### config.mk
export PLATFORM = sky130hd
export DESIGN_NAME = dvs_event_2of7_packet_encoder_unit
export DESIGN_NICKNAME = d
export VERILOG_FILES = /design/src/hw/rtl/dvs2of7_pkg.sv /design/src/hw/rtl/dvs_event_2of7_packet_encoder_unit.sv /design/src/hw/rtl/dvs2of7_front.sv /design/src/hw/rtl/dvs2of7_queue.sv /design/src/hw/rtl/dvs2of7_back.sv
export VERILOG_INCLUDE_DIRS = /design/src /design/src/hw/rtl
export SDC_FILE = /design/constraint.sdc
export NUM_CORES = 1
export LEC_CHECK = 0
export BUFFER_PORTS_ARGS = -buffer_cell sky130_fd_sc_hd__buf_2
export CAP_MARGIN = 20
export CORE_MARGIN = 1.5
export CORE_UTILIZATION = 30
export CTS_CLUSTER_DIAMETER = 80
export CTS_CLUSTER_SIZE = 40
export DETAILED_ROUTE_END_ITERATION = 7
export HOLD_SLACK_MARGIN = 0.15
export PLACE_DENSITY = 0.51
export SYNTH_ARGS = -nofsm -noshare
export SYNTH_HDL_FRONTEND = slang
export SYNTH_HIERARCHICAL = 1
export SYNTH_SLANG_ARGS = --single-unit
### constraint.sdc
create_clock -name i_clk -period 6.2 [get_ports i_clk]
set_clock_uncertainty 0.1 [all_clocks]
set_input_delay 0.62 -clock i_clk [delete_from_list [all_inputs] [get_ports i_clk]]
set_output_delay 0.62 -clock i_clk [all_outputs]
set_load 0.01 [all_outputs]
### src/hw/rtl/assert_macros.svh
// Assertion helpers shared by the encoder modules.
// Every check is sampled on the rising edge of i_clk and is switched off
// while the synchronous reset is held low.
`ifndef ASSERT_MACROS_SVH
`define ASSERT_MACROS_SVH

// A property that must hold at every active clock edge.
`define ASSERT_CLK(label, prop, msg) \
    label: assert property (@(posedge i_clk) disable iff (!i_rst_n) (prop)) \
        else $error(msg);

// A property whose consequent is checked in the cycle after the trigger.
`define ASSERT_NEXT(label, trig, prop, msg) \
    label: assert property (@(posedge i_clk) disable iff (!i_rst_n) \
        (trig) |=> (prop)) else $error(msg);

`endif

### src/hw/rtl/dvs2of7_pkg.sv
`timescale 1ns / 1ps

package dvs2of7_pkg;

    // One event as it arrives.
    typedef struct packed {
        logic [6:0] pos_x;
        logic [6:0] pos_y;
        logic       polarity;
    } t_event;

    // One link symbol as it leaves.
    typedef struct packed {
        logic [6:0] symbol;
        logic [6:0] wire_level;
        logic       last;
    } t_symbol;

    // A classified event waiting to be sent.
    typedef struct packed {
        logic        parity;
        logic [31:0] key;
    } t_pkt;

    // Resolution modes.
    localparam logic [1:0] RES_128 = 2'd0;
    localparam logic [1:0] RES_64  = 2'd1;
    localparam logic [1:0] RES_32  = 2'd2;
    localparam logic [1:0] RES_16  = 2'd3;

    // Register indexes on the configuration port.
    localparam logic REG_RES_MODE  = 1'b0;
    localparam logic REG_CHIP_ADDR = 1'b1;

    localparam logic [1:0]  RES_MODE_RESET  = 2'd0;
    localparam logic [15:0] CHIP_ADDR_RESET = 16'h0200;

    localparam logic [6:0] EOP_SYMBOL = 7'h60;

    // 2-of-7 code of a data nibble.
    function automatic logic [6:0] nibble_code(input logic [3:0] nib);
        logic [6:0] code;
        unique case (nib)
            4'h0: code = 7'h11;
            4'h1: code = 7'h12;
            4'h2: code = 7'h14;
            4'h3: code = 7'h18;
            4'h4: code = 7'h21;
            4'h5: code = 7'h22;
            4'h6: code = 7'h24;
            4'h7: code = 7'h28;
            4'h8: code = 7'h41;
            4'h9: code = 7'h42;
            4'hA: code = 7'h44;
            4'hB: code = 7'h48;
            4'hC: code = 7'h03;
            4'hD: code = 7'h06;
            4'hE: code = 7'h0C;
            default: code = 7'h09;
        endcase
        return code;
    endfunction

endpackage

### src/hw/rtl/dvs_event_2of7_packet_encoder_unit.sv
`timescale 1ns / 1ps

// Event-camera packet encoder for a 2-of-7 NRZ link. Each accepted event
// (pos_x, pos_y, polarity) becomes eleven output transactions: a parity header
// symbol, a zero header symbol, the eight nibbles of the 32-bit routing key
// (chip address above, packed event word below) least significant first, and
// the end-of-packet symbol, which alone carries last. Every output also gives
// the seven wire levels after that symbol toggled them; the levels carry over
// between packets and only reset clears them. The block sends one symbol per
// cycle on a single output register while the receiver does not stall it.
// Input and output are decoupled by a small event queue (QUEUE_DEPTH
// entries), so events are accepted while a packet is still being sent and
// the input stalls only when the queue is full. Configuration is written
// through the APB port at byte address 0 (resolution mode) and 4 (chip
// address), and should only be changed while no event is in flight; it
// takes effect for events accepted after the write.

module dvs_event_2of7_packet_encoder_unit import dvs2of7_pkg::*; #(
    parameter int QUEUE_DEPTH = 2
) (
    input  logic        i_clk,
    input  logic        i_rst_n,
    input  logic        i_in_valid,
    output logic        o_in_stall,
    input  t_event      i_in,
    output logic        o_out_valid,
    input  logic        i_out_stall,
    output t_symbol     o_out,
    input  logic        psel,
    input  logic        penable,
    input  logic        pwrite,
    input  logic [2:0]  paddr,
    input  logic [31:0] pwdata,
    output logic [31:0] prdata,
    output logic        pready
);

    logic [1:0]  r_res_mode;
    logic [15:0] r_chip_addr;
    logic        reg_idx;
    logic        cfg_wr;

    // Registers sit on word boundaries, so bit 2 of the address picks one.
    assign reg_idx = paddr[2];
    assign pready  = 1'b1;
    assign cfg_wr  = psel & penable & pwrite & pready;

    always_ff @(posedge i_clk) begin
        if (!i_rst_n) begin
            r_res_mode  <= RES_MODE_RESET;
            r_chip_addr <= CHIP_ADDR_RESET;
        end else if (cfg_wr) begin
            unique case (reg_idx)
                REG_RES_MODE:  r_res_mode  <= pwdata[1:0];
                REG_CHIP_ADDR: r_chip_addr <= pwdata[15:0];
                default: ;
            endcase
        end
    end

    always_comb begin
        unique case (reg_idx)
            REG_RES_MODE:  prdata = {30'd0, r_res_mode};
            REG_CHIP_ADDR: prdata = {16'd0, r_chip_addr};
            default:       prdata = '0;
        endcase
    end

    // Front: pack and classify each event into a routing key and its parity.
    logic q_full, q_push, q_pop, q_valid;
    t_pkt front_pkt, q_pkt;

    dvs2of7_front u_front (
        .i_in_valid  (i_in_valid),
        .i_in        (i_in),
        .i_res_mode  (r_res_mode),
        .i_chip_addr (r_chip_addr),
        .i_q_full    (q_full),
        .o_in_stall  (o_in_stall),
        .o_push      (q_push),
        .o_pkt       (front_pkt)
    );

    // Queue of classified events between the two halves.
    dvs2of7_queue #(
        .DEPTH (QUEUE_DEPTH)
    ) u_queue (
        .i_clk   (i_clk),
        .i_rst_n (i_rst_n),
        .i_push  (q_push),
        .i_pkt   (front_pkt),
        .i_pop   (q_pop),
        .o_full  (q_full),
        .o_valid (q_valid),
        .o_pkt   (q_pkt)
    );

    // Back: the symbol sequencer and the wire-level register.
    dvs2of7_back u_back (
        .i_clk       (i_clk),
        .i_rst_n     (i_rst_n),
        .i_q_valid   (q_valid),
        .i_pkt       (q_pkt),
        .o_pop       (q_pop),
        .o_out_valid (o_out_valid),
        .i_out_stall (i_out_stall),
        .o_out       (o_out)
    );

endmodule

### src/hw/rtl/dvs2of7_front.sv
`timescale 1ns / 1ps

module dvs2of7_front import dvs2of7_pkg::*; (
    input  logic        i_in_valid,
    input  t_event      i_in,
    input  logic [1:0]  i_res_mode,
    input  logic [15:0] i_chip_addr,
    input  logic        i_q_full,
    output logic        o_in_stall,
    output logic        o_push,
    output t_pkt        o_pkt
);

    logic [15:0] ev_word;
    logic [31:0] key;

    always_comb begin
        ev_word = {1'b1, i_in.polarity, 14'd0};
        unique case (i_res_mode)
            RES_64:  ev_word[11:0] = {i_in.pos_y[6:1], i_in.pos_x[6:1]};
            RES_32:  ev_word[9:0]  = {i_in.pos_y[6:2], i_in.pos_x[6:2]};
            RES_16:  ev_word[7:0]  = {i_in.pos_y[6:3], i_in.pos_x[6:3]};
            default: ev_word[13:0] = {i_in.pos_y, i_in.pos_x};
        endcase
    end

    assign key        = {i_chip_addr, ev_word};
    assign o_pkt.key    = key;
    // Set when the key holds an even number of ones.
    assign o_pkt.parity = ~(^key);

    assign o_in_stall = i_q_full;
    assign o_push     = i_in_valid & ~i_q_full;

endmodule

### src/hw/rtl/dvs2of7_queue.sv
`timescale 1ns / 1ps
`include "assert_macros.svh"

module dvs2of7_queue import dvs2of7_pkg::*; #(
    parameter int DEPTH = 2
) (
    input  logic i_clk,
    input  logic i_rst_n,
    input  logic i_push,
    input  t_pkt i_pkt,
    input  logic i_pop,
    output logic o_full,
    output logic o_valid,
    output t_pkt o_pkt
);

    localparam int PW = $clog2(DEPTH);
    localparam int CW = $clog2(DEPTH + 1);
    localparam logic [PW-1:0] LAST_PTR = PW'(DEPTH - 1);
    localparam logic [CW-1:0] FULL_CNT = CW'(DEPTH);

    t_pkt          r_mem [DEPTH];
    logic [PW-1:0] r_wr_ptr, r_rd_ptr;
    logic [CW-1:0] r_count;

    always_ff @(posedge i_clk) begin
        if (i_push) begin
            r_mem[r_wr_ptr] <= i_pkt;
        end
    end

    always_ff @(posedge i_clk) begin
        if (!i_rst_n) begin
            r_wr_ptr <= '0;
            r_rd_ptr <= '0;
            r_count  <= '0;
        end else begin
            if (i_push) begin
                r_wr_ptr <= (r_wr_ptr == LAST_PTR) ? '0 : r_wr_ptr + PW'(1);
            end
            if (i_pop) begin
                r_rd_ptr <= (r_rd_ptr == LAST_PTR) ? '0 : r_rd_ptr + PW'(1);
            end
            if (i_push && !i_pop) begin
                r_count <= r_count + CW'(1);
            end else if (i_pop && !i_push) begin
                r_count <= r_count - CW'(1);
            end
        end
    end

    assign o_full  = (r_count == FULL_CNT);
    assign o_valid = (r_count != '0);
    assign o_pkt   = r_mem[r_rd_ptr];

    `ASSERT_CLK(a_no_push_full, !(i_push && o_full), "push into a full queue")
    `ASSERT_CLK(a_no_pop_empty, !(i_pop && !o_valid), "pop from an empty queue")

endmodule

### src/hw/rtl/dvs2of7_back.sv
`timescale 1ns / 1ps
`include "assert_macros.svh"

module dvs2of7_back import dvs2of7_pkg::*; (
    input  logic    i_clk,
    input  logic    i_rst_n,
    input  logic    i_q_valid,
    input  t_pkt    i_pkt,
    output logic    o_pop,
    output logic    o_out_valid,
    input  logic    i_out_stall,
    output t_symbol o_out
);

    // Symbol position codes; the header symbol is sent on the pop itself.
    localparam logic [3:0] IDX_ZERO_NIB = 4'd1;
    localparam logic [3:0] IDX_EOP      = 4'd10;

    logic        r_busy;
    logic [3:0]  r_idx;
    logic [31:0] r_key;
    logic        r_valid;
    logic [6:0]  r_sym;
    logic        r_last;
    logic [6:0]  r_wire;

    logic       out_free;
    logic       load;
    logic [6:0] n_sym;
    logic       n_last;

    assign out_free = ~r_valid | ~i_out_stall;
    assign o_pop    = out_free & ~r_busy & i_q_valid;

    always_comb begin
        load   = 1'b0;
        n_sym  = EOP_SYMBOL;
        n_last = 1'b0;
        if (out_free) begin
            if (r_busy) begin
                load = 1'b1;
                if (r_idx == IDX_ZERO_NIB) begin
                    n_sym = nibble_code(4'h0);
                end else if (r_idx == IDX_EOP) begin
                    n_sym  = EOP_SYMBOL;
                    n_last = 1'b1;
                end else begin
                    n_sym = nibble_code(r_key[3:0]);
                end
            end else if (i_q_valid) begin
                load  = 1'b1;
                n_sym = nibble_code({3'b000, i_pkt.parity});
            end
        end
    end

    always_ff @(posedge i_clk) begin
        if (!i_rst_n) begin
            r_busy  <= 1'b0;
            r_idx   <= '0;
            r_valid <= 1'b0;
            r_wire  <= '0;
        end else begin
            if (out_free) begin
                r_valid <= load;
            end
            if (load) begin
                r_wire <= r_wire ^ n_sym;
            end
            if (o_pop) begin
                r_busy <= 1'b1;
                r_idx  <= IDX_ZERO_NIB;
            end else if (load) begin
                r_idx <= r_idx + 4'd1;
                if (r_idx == IDX_EOP) begin
                    r_busy <= 1'b0;
                end
            end
        end
    end

    always_ff @(posedge i_clk) begin
        if (load) begin
            r_sym  <= n_sym;
            r_last <= n_last;
        end
        if (o_pop) begin
            r_key <= i_pkt.key;
        end else if (load && r_idx != IDX_ZERO_NIB && r_idx != IDX_EOP) begin
            r_key <= {4'h0, r_key[31:4]};
        end
    end

    assign o_out_valid     = r_valid;
    assign o_out.symbol    = r_sym;
    assign o_out.wire_level = r_wire;
    assign o_out.last      = r_last;

    `ASSERT_CLK(a_pop_when_idle, !(o_pop && r_busy), "pop while a packet is in flight")
    `ASSERT_CLK(a_last_ends_packet, !(r_valid && r_last && r_busy),
        "end-of-packet shown while the sequencer is still busy")
    `ASSERT_CLK(a_idx_range, !r_busy || (r_idx >= IDX_ZERO_NIB && r_idx <= IDX_EOP),
        "symbol position out of range")
    `ASSERT_NEXT(a_wire_toggle, load, r_wire == ($past(r_wire) ^ r_sym),
        "wire levels do not follow the symbol just sent")

endmodule

==> qor.csv <==
stage,metric,value,unit
status,status,"complete, no violations",
worst_setup_path,CP cell instances,or2_2 > a2bb2oi_2 > o21ai_4 > nand2_1 > buf_4 > mux2i_1 > inv_1 > ha_1 > mux2_4,
layout,final cell count without fillers,967,
clock_network,Clock transition at path regs,0.07,ns
global_routing,antenna violations before repair,0,
place,placed cells,935,
place,DP HPWL,8903,µm
sta,count of final setup violators,0,
yosys,"EDFF count, synth",106,
clock_network,Skew-Pair Late Insertion Delay,0.42,ns
routing,post-route ant nets,0,
clock_network,hold_buf cts,0,
sta,RSZ-0062 raised after global routing,false,
worst_setup_path,worst path required time,6.41,ns
worst_setup_path,startpoint types,flop,
clock_network,CTS buffer count,17,
worst_setup_path,worst reg2reg path depth,9,
routing,drt pass-1 iters,4,
place,RD Place Congestion,0.7523,
yosys,post-synthesis register bit count,149,
layout,Total Nets Final,700,
yosys,"area leader, netlist",edfxtp_1,
routing,initial DRC count,251,
clock_network,post-cts resize count,0,
layout,area grow syn2layout,13.71,%
sta,Slew Limit Fails,0,
worst_setup_path,cell family with most CP delay,compound AO/OA/AOI/OAI gates,
worst_setup_path,crit path DAT,3.48,ns
floorplanning,die area,0.02463,mm²
layout,fillers,2329,
clock_network,Clock Path Buffers,2,
clock_network,post-CTS setup buffers,0,
routing,Remaining DRCs,0,
routing,via count,4204,
yosys,synth top area cells,"edfxtp_1, dfxtp_1, nand2_1",
floorplanning,core area,0.02333,mm²
worst_setup_path,Worst Path Buf+Inv,2,
sta,Rel. slew slack,36.20,%
clock_network,H-tree levels,4,
clock_network,CTS tree,built,
hold_path,hold endpoint,r_chip_addr[8],
global_routing,GR Util All Layers,11.58,%
yosys,Mapped Area,0.007108,mm²
yosys,"Seq/Total Area, Yosys",56.89,%
routing,WL/cell,13.85,µm
sta,final hold violation count,0,
yosys,Post-synth top cells,"nand2_1, edfxtp_1, dfxtp_1",
worst_setup_path,max incr delay on CP,0.74,ns
pwr,power per cell area,460.0,mW/mm²
yosys,number of synthesis warnings,6,
yosys,top-area cell type share of the netlist area,44.78,%
yosys,asr flop ratio synth,0,%
clock_network,Clk Tree Root Cell,clkbuf_16,
floorplanning,die width,156.9,µm
worst_setup_path,reg2reg setup slack,2.93,ns
layout,Final Instance Area,0.008083,mm²
floorplanning,# rows,56,
worst_setup_path,slowest CP cell,a2bb2oi_2,
worst_setup_path,crit end category,flop,
yosys,Syn Area/Cell,12.07,µm²
worst_setup_path,CP Max Fanout,33,
routing,drt via density,4.347,
pwr,Pleak,3.204,nW
global_routing,first-pass GRT wire length,21670,µm
hold_path,hold path cells,3,
layout,layout cells sized above 1,25.77,%
global_routing,largest net degree at the start of global routing,51,
hold_path,hold_sp,pwdata[8],
pwr,largest vdd supply drop,190.8,µV
yosys,ys flop type,edfxtp_1,
floorplanning,# IOs,107,
global_routing,vias in the first global route,4177,
layout,# diodes,0,
sta,FMAX,305.7,MHz
yosys,Unique masters post-synth,60,
worst_setup_path,reg2reg start,u_queue/r_count[0],
place,Placed Area,0.007508,mm²
sta,fin crit share,52.76,%
place,port bufs,71,
sta,Slew @ Worst Pin,0.9557,ns
worst_setup_path,Crit Path Class,reg2reg,
run,max_cap viols,0,
hold_path,worst min-delay path class,in2reg,
sta,min cycle time layout,3.271,ns
clock_network,Num Clock Sinks,149,
floorplanning,die height,156.9,µm
floorplanning,initial core utilization,30.46,%
sta,TNS Setup,0,ns
routing,final WL,13390,µm
layout,post-route core utilization,34.64,%
yosys,most frequent cell after synthesis,nand2_1,
yosys,Synth Instances,589,
global_routing,GRT Residual Overflow,0,
-- cell type report --
cell class / count / area (µm²) / share of cell area, %
tap: 319 / 399.1 / 4.938
multi-input combinational: 381 / 2635 / 32.60
clock inverter: 11 / 112.6 / 1.393
sequential: 149 / 4044 / 50.03
inverter: 10 / 37.54 / 0.4644
timing repair buffer: 76 / 392.9 / 4.861
clock buffer: 21 / 461.7 / 5.712
-- where the power goes --
group / switching (mW) / internal, mW
sequential: 0.111 / 1.46
combinational: 0.665 / 0.481
clock: 0.415 / 0.586
total: 1.19 / 2.53
-- tightest hold or removal path, cell delays in order --
cell,delay (ns)
buf_2,0.10
nand2_1,0.05
mux2i_1,0.05
-- how the worst max path moves through the flow --
stage                       start             endpoint  slack (ns)  cells past startpoint
2_1_floorplan          i_in_valid  u_queue/r_mem[0][0]        3.28                      2
3_3_place_gp          i_out_stall                 flop        2.85                      8
3_5_place_dp          i_out_stall                 flop        2.75                      9
4_1_cts        u_queue/r_count[0]                 flop        2.86                      9
5_1_grt        u_queue/r_count[0]                 flop        2.56                      9
6_report       u_queue/r_count[0]                 flop        2.93                      9
-- cell families after synthesis --
family / count (synthesis) / synth area share [%]
mux: 75 / 12.34
buf+inv: 74 / 6.865
simple gates: 206 / 13.22
xor+xnor: 39 / 5.404
other cells: 3 / 0.1584
compound gates: 35 / 3.714
flops: 149 / 56.89
fa+ha+maj: 8 / 1.408
-- cell usage in the layout (no fill, tap or decap), types with 2 or more instances in the layout --
master / synthesis / layout
nand2_1: 128 / 128
edfxtp_1: 106 / 106
buf_2: 7 / 71
dfxtp_1: 43 / 43
mux2_2: 36 / 36
mux2i_1: 30 / 30
xnor2_1: 25 / 25
and2_1: 23 / 23
conb_1: 3 / 18
clkbuf_16: 0 / 18
nor2_1: 16 / 16
nor2b_1: 13 / 12
xor2_1: 10 / 10
inv_1: 9 / 9
ha_1: 8 / 8
o21ai_0: 7 / 7
buf_4: 41 / 5
nand2b_1: 5 / 5
mux4_2: 5 / 5
and2_2: 4 / 4
inv_4: 0 / 4
and3_1: 4 / 4
clkbuf_1: 9 / 3
a21oi_2: 3 / 3
mux2_4: 3 / 3
a21boi_0: 3 / 3
clkinv_4: 0 / 2
inv_6: 0 / 2
inv_8: 0 / 2
nand2_2: 2 / 2
o2bb2ai_1: 2 / 2
a21boi_1: 2 / 2
o22ai_1: 2 / 2
nand3_1: 2 / 2
a31oi_1: 2 / 2
xnor2_2: 2 / 2
or3_1: 2 / 2
xnor3_1: 2 / 2
-- sequential cells by signal, summed over array words and instances (netlist names), named ones only --
signal	cells
u_back/r_last	1
r_res_mode	2
u_back/r_busy	1
u_queue/r_mem	66
u_back/r_key	32
u_back/r_idx	4
r_chip_addr	16
u_back/o_out_valid	1
u_queue/r_rd_ptr	1
u_back/r_sym	7
u_queue/r_count	2
u_back/r_wire	7
u_queue/r_wr_ptr	1
-- metal layers --
| layer | track usage (%) | routed length [µm] | vias up |
|---|---|---|---|
| li1 | - | - | 2057 |
| met1 | 14.86 | 6305 | 2031 |
| met2 | 18.58 | 6318 | 106 |
| met3 | 3.276 | 624 | 10 |
| met4 | 4.218 | 143 | 0 |
| met5 | 0 | 0 | - |
-- stage by stage --
| stage | hold WS (ns) | power [mW] | worst slack, ns |
|---|---|---|---|
| floorplan | 0.3612 | 2.476 | 3.284 |
| global placement | 0.3733 | 2.718 | 2.852 |
| detailed placement | 0.3976 | 2.760 | 2.754 |
| CTS | 0.3163 | 3.777 | 2.856 |
| global route | 0.3191 | 3.973 | 2.562 |
| finish | 0.3399 | 3.718 | 2.929 |
Power figures use the tool's default switching activity.
